===== src/design/kvt_pkg.sv =====
package kvt_pkg;

	localparam int CAPACITY = 64;
	localparam int IDX_W    = (CAPACITY > 1) ? $clog2(CAPACITY) : 1;
	localparam int COUNT_W  = $clog2(CAPACITY + 1);
	localparam int DATA_W   = 32;
	localparam int OUT_CNT_W = 7;

	localparam logic [1:0] OP_ADD    = 2'd0;
	localparam logic [1:0] OP_SEARCH = 2'd1;
	localparam logic [1:0] OP_REMOVE = 2'd2;

	// Request token walking down the cell chain, collecting its answer.
	typedef struct packed {
		logic              valid;
		logic [1:0]        op;
		logic [DATA_W-1:0] key;
		logic [DATA_W-1:0] value;
		logic              hit;
		logic [DATA_W-1:0] old;
		logic              free_found;
		logic [IDX_W-1:0]  free_idx;
	} tok_t;

	// Insert of a new pair into one cell, broadcast from the chain tail.
	typedef struct packed {
		logic              en;
		logic [IDX_W-1:0]  idx;
		logic [DATA_W-1:0] key;
		logic [DATA_W-1:0] value;
	} wr_t;

endpackage


===== src/design/kvt_cell.sv =====
module kvt_cell (
	input  logic                      clk,
	input  logic                      arst_n,
	input  logic [kvt_pkg::IDX_W-1:0] cell_idx,
	input  kvt_pkg::tok_t             tok_in,
	input  kvt_pkg::wr_t              wr,
	output kvt_pkg::tok_t             tok_out
);

	logic                       ent_valid_q;
	logic [kvt_pkg::DATA_W-1:0] ent_key_q;
	logic [kvt_pkg::DATA_W-1:0] ent_value_q;
	logic                       tok_valid_q;
	kvt_pkg::tok_t              tok_q;
	kvt_pkg::tok_t              tok_d;
	logic                       match;
	logic                       ins;

	assign match = tok_in.valid && ent_valid_q && (ent_key_q == tok_in.key) &&
		(tok_in.op inside {kvt_pkg::OP_ADD, kvt_pkg::OP_SEARCH, kvt_pkg::OP_REMOVE});
	assign ins = wr.en && (wr.idx == cell_idx);

	always_comb begin
		tok_d = tok_in;
		if (match) begin
			tok_d.hit = 1'b1;
			tok_d.old = ent_value_q;
		end
		if (!tok_in.free_found && !ent_valid_q) begin
			tok_d.free_found = 1'b1;
			tok_d.free_idx   = cell_idx;
		end
	end

	always_ff @(posedge clk or negedge arst_n) begin
		if (!arst_n) begin
			ent_valid_q <= 1'b0;
			tok_valid_q <= 1'b0;
		end else begin
			tok_valid_q <= tok_in.valid;
			if (ins) begin
				ent_valid_q <= 1'b1;
			end else if (match && tok_in.op == kvt_pkg::OP_REMOVE) begin
				ent_valid_q <= 1'b0;
			end
		end
	end

	always_ff @(posedge clk) begin
		tok_q <= tok_d;
		if (ins) begin
			ent_key_q   <= wr.key;
			ent_value_q <= wr.value;
		end else if (match && tok_in.op == kvt_pkg::OP_ADD) begin
			ent_value_q <= tok_in.value;
		end
	end

	always_comb begin
		tok_out       = tok_q;
		tok_out.valid = tok_valid_q;
	end

endmodule


===== config.mk =====
export PLATFORM = sky130hd
export DESIGN_NAME = kvt_cell
export DESIGN_NICKNAME = d
export VERILOG_FILES = /design/src/design/kvt_pkg.sv /design/src/design/kvt_cell.sv
export SDC_FILE = /design/constraint.sdc
export NUM_CORES = 1
export LEC_CHECK = 0
export BUFFER_PORTS_ARGS = -buffer_cell sky130_fd_sc_hd__buf_4
export CORE_MARGIN = 5
export CORE_UTILIZATION = 30
export DETAILED_ROUTE_END_ITERATION = 7
export PLACE_DENSITY = 0.61
export SLEW_MARGIN = 25
export SYNTH_ARGS = -nofsm -noshare
export SYNTH_HDL_FRONTEND = slang
export SYNTH_SLANG_ARGS = --single-unit

===== constraint.sdc =====
create_clock -name clk -period 12.6 [get_ports clk]
set_input_delay 2.52 -clock clk [delete_from_list [all_inputs] [get_ports clk]]
set_output_delay 2.52 -clock clk [all_outputs]
set_load 0.005 [all_outputs]

Yosys cells after proc, flatten, opt, wreduce, memory -nomap -nowiden:

Cells that the tools add are included.

* flip-flop bits (word level): 172
* output and inout bits: 107
* bits of input ports: 186
* word-level logic and storage cells: 34

* multiplexer cells: 6
* reduce and logical (&&, ||, !) cells: 13
* equal/unequal tests: 4

Operators by type and width (number)
* $mux W32: 3
* $eq A32 B32 Y1: 1
* $logic_and A1 B1 Y1: 7
* $eq A6 B6 Y1: 1
* $mux W6: 1
* $reduce_bool A2 Y1: 2
* $reduce_bool A3 Y1: 1
* $eq A2 B1 Y1 const B: 1
* $eq A2 B2 Y1 const B: 1
* $logic_not A1 Y1: 2
* $logic_not A2 Y1: 1
* $mux W1: 2

Depth between registers and ports, before layout:

* depth in word-level cells: 6
* gate-level depth with buffers: 6
* mapped depth without buffers: 5

Worst setup path after synthesis:

OpenSTA, ideal clock, no wires.

* path type: in2reg
* start: in tok_in[76] in the netlist's numbering
* end: reg ent_value_q[0] in the netlist's numbering, enable pin
* arrival time: 5.922 ns
* stages: 6
* slack: 6.208 ns
* setup time: 0.470 ns
* required time: 12.130 ns
* buffers on the path: 1
* cell sequence: xnor2_1 nand4_1 nor4_2 nand3_4 buf_6 o31ai_1

* word-level cells in the longest chain between the ends: 5

RTL lines
* start, declared: RTL line kvt_cell.sv:5 `input kvt_pkg::tok_t tok_in,`
* $eq A32 B32 Y1: RTL line kvt_cell.sv:19 `assign match = tok_in.valid && ent_valid_q && (ent_key_q == tok_in.key) &&`
* $logic_and A1 B1 Y1 (2 in series): RTL line kvt_cell.sv:19
* $logic_and A1 B1 Y1: RTL line kvt_cell.sv:54 `end else if (match && tok_in.op == kvt_pkg::OP_ADD) begin`
* $reduce_bool A2 Y1 (no source line)
* end signal, assigned: RTL line kvt_cell.sv:53 `ent_value_q <= wr.value;`
* end signal, assigned: RTL line kvt_cell.sv:55 `ent_value_q <= tok_in.value;`
* end, declared: RTL line kvt_cell.sv:12 `logic [kvt_pkg::DATA_W-1:0] ent_value_q;`

Every way passes these cells.
A chain may end at the register's enable or synchronous reset.

Final worst setup path:

* start: in tok_in[73] in the netlist's numbering
* end: reg ent_value_q[23] in the netlist's numbering, enable pin

Same word-level chain as after synthesis.

==> results by group <==
Critical path
  • Critical Path AT: 4.99 ns
  • R2R depth: 6
  • R2r setup slk: 9.51 ns
  • Setup Crit Path Kind: primary input to flop
  • CP endpoint kind: flop
  • Crit-path max FO: 35
  • Critical Path RT: 12.67 ns
  • Setup crit start kind: primary input

Routing
  • TritonRoute pass-1 iters: 4
  • Total routed wirelength: 14,600 microns
  • WL met2: 7700 microns
  • DRC violation total after the first TritonRoute iteration: 113
  • Via/cell ratio: 4.13
  • DRT met1 WL: 5700 microns
  • Top sig layer: met4
  • DR WL met3: 1080 microns
  • Drt drc: 0
  • Post-route ant nets: 0
  • Total number of vias: 3,544
  • Routed len/inst: 17.1 microns

STA
  • RSZ-0062 raised after global routing: false
  • Worst slew pin tran: 0.850 ns
  • Fin crit share: 0.391
  • Clk_skew: 0.00836 ns
  • Fmax achieved: 203 MHz
  • Final slew viol count: 0
  • Final worst setup slack: 7.67 ns
  • Clock period minus worst slack: 4.93 ns
  • Setup TNS: 0 ns
  • Fin. Hold Viols: 0
  • Setup Viol. Count Final: 0
  • Slew HR: 0.434

Global routing
  • First-pass GRT wire length: 22,400 microns
  • Largest net degree at the start of global routing: 64
  • GRT Overall Usage: 0.137
  • Initial antenna violation count: 0
  • Grt ovf: 0
  • Via count of the first global-routing pass: 3,968

Synth
  • Syn Nets: 496
  • Ys Warns: 0
  • Simple logic cell fraction of the synthesized area: 0.0271
  • Xor and xnor area share after synthesis: 0.0600
  • Compound-Gate Fraction of Synth Area: 0.00293
  • Post-synthesis sequential area ratio: 0.739
  • Synth area leaders: dfxtp_1 (38%), edfxtp_1 (35%), mux2_2 (8.3%)
  • Synth Register Bits: 172
  • Syn Area/Cell: 17.9 sq um
  • Synth Instances: 310
  • Largest area contributor in the netlist: dfxtp_1
  • Share of the synthesized area in the top cell type: 0.383
  • Netlist Area Pre-Place: 5540 sq um
  • Post-synthesis mux area share: 0.160
  • Synth unique cells: 25
  • Adder-Cell Fraction of Synth Area: 0
  • Largest family of logic cells by synthesized area: multiplexers

Worst hold path
  • Hold/Removal Path Class: flop to flop
  • WHS Path Cells: 1

Floorplanning
  • Num ports: 293
  • Initial Utilization: 0.306
  • Die area: 21,300 sq um
  • Die Height: 146 microns
  • Row count: 49
  • Width of the die: 146 microns
  • Core area: 18,100 sq um

Clocking
  • H-tree depth: 4
  • CTS tree: yes
  • Clock Sinks: 172
  • Post-CTS Resized: 0
  • CTS Buf Count: 17
  • Latest clock arrival within the worst-skew pair: 0.42 ns
  • Post-CTS setup buffers: 0
  • Hold_buf cts: 0
  • CTS Buffer Depth: 2
  • Root Driver: clkbuf_16
  • CTS clk-pin slew, worst paths: 0.06 ns

Layout
  • Design Area, Final: 8680 sq um
  • Final core occ: 0.480
  • Number of diodes: 0
  • Area Growth Syn to Fin: 56.5%
  • Share of cells above drive strength 1: 0.634
  • Post-layout nets: 802

Placed design
  • Placer Congestion: 0.752
  • Port Buf Inserts: 292
  • Hpwl dp: 11,400 microns
  • Dpl ws: 7.16 ns
  • Placed cell areas: 7990 sq um

Power
  • Peak VDD IR: 0.0853 mV
  • Power Dens Cells: 153 nW/um^2
  • Leakage Power: 3.78 nW
  • Power, Total: 0.00133 W

Status
  • Status: complete, no violations

Run
  • MaxCap Viol Count: 0
==> cell usage in the layout (no fill, tap or decap), drive strengths merged <==
| master | count |
|---|---|
| buf | 294 |
| dfxtp | 106 |
| mux2 | 70 |
| edfxtp | 64 |
| xnor2 | 33 |
| clkbuf | 17 |
| nand4 | 8 |
| inv | 7 |
| bufinv | 6 |
| xor2 | 5 |
| nor4 | 3 |
| nand2 | 2 |
| nand2b | 2 |
| dfrtp | 2 |
| nand3 | 2 |
| clkinv | 2 |
| nor3 | 1 |
| nor2 | 1 |
| o31ai | 1 |
| or3b | 1 |
| o22a | 1 |
| clkinvlp | 1 |
==> stage by stage <==
stage / hold WS, ns / cells
floorplan: 0.449 / 310
global placement: 0.454 / 826
detailed placement: 0.458 / 826
CTS: 0.474 / 858
global route: 0.481 / 858
finish: 0.472 / 858
==> flip-flops by register name, indices dropped and copies added (netlist names) <==
signal       flops
tok_valid_q      1
ent_valid_q      1
ent_value_q     32
tok_out        106
ent_key_q       32
==> per-layer routing <==
layer,track usage,vias to the layer above
li1,-,1722
met1,0.154,1669
met2,0.239,144
met3,0.0523,9
met4,0.0446,0
met5,0,-
==> final cells by class <==
cell class | count | area [sq um]
clock buffers | 17 | 425
clock inverters | 15 | 256
inverters | 1 | 3.75
multi-input cells | 130 | 1400
flip-flops and latches | 172 | 4090
well taps | 229 | 287
repair buffers | 294 | 2210
fillers | 1632 | 9410
==> power breakdown <==
group	leakage [nW]	total, W	switching (W)	internal [W]
Clock	0.333	0.000603	0.000226	0.000377
Combinational	1.95	0.000116	0.0000359	0.0000799
Sequential	1.49	0.000608	0.00000772	0.000600
==> worst paths after layout <==
check,from,end
worst max-delay path,tok_in[73],ent_value_q[23]
worst min-delay path,ent_value_q[6],tok_out[13]
worst max register to register,ent_key_q[1],ent_value_q[23]
worst min register to register,ent_value_q[6],tok_out[13]
max in group asynchronous,arst_n,tok_valid_q
min in group asynchronous,arst_n,ent_valid_q
==> synthesized netlist by cell type <==
master    instances
dfxtp_1         106
edfxtp_1         64
mux2_2           41
xnor2_1          33
mux2_4           27
nand4_1           8
xor2_1            5
buf_2             3
buf_6             3
dfrtp_1           2
mux2_1            2
nand2_1           2
nand2b_1          2
buf_4             1
inv_1             1
nand3_1           1
nand3_4           1
nor2_1            1
nor3_1            1
nor4_1            1
nor4_2            1
nor4_4            1
o22a_1            1
o31ai_1           1
or3b_2            1
==> worst max-delay path: stages <==
cell and delay, ns:
buf_4 0.12, xnor2_1 0.16, nand4_1 0.19, nor4_2 0.50, nand3_4 0.64, o31ai_4 0.39, buf_4 0.44
==> kinds of logic (layout without fill, tap and decap cells) <==
kind of cell / after synthesis / count (layout)
simple gates: 20 / 20
compound gates: 2 / 2
buf+inv: 8 / 327
flops: 172 / 172
xor+xnor: 38 / 38
mux: 70 / 70
Note: power is estimated with default switching activity, not from simulation.
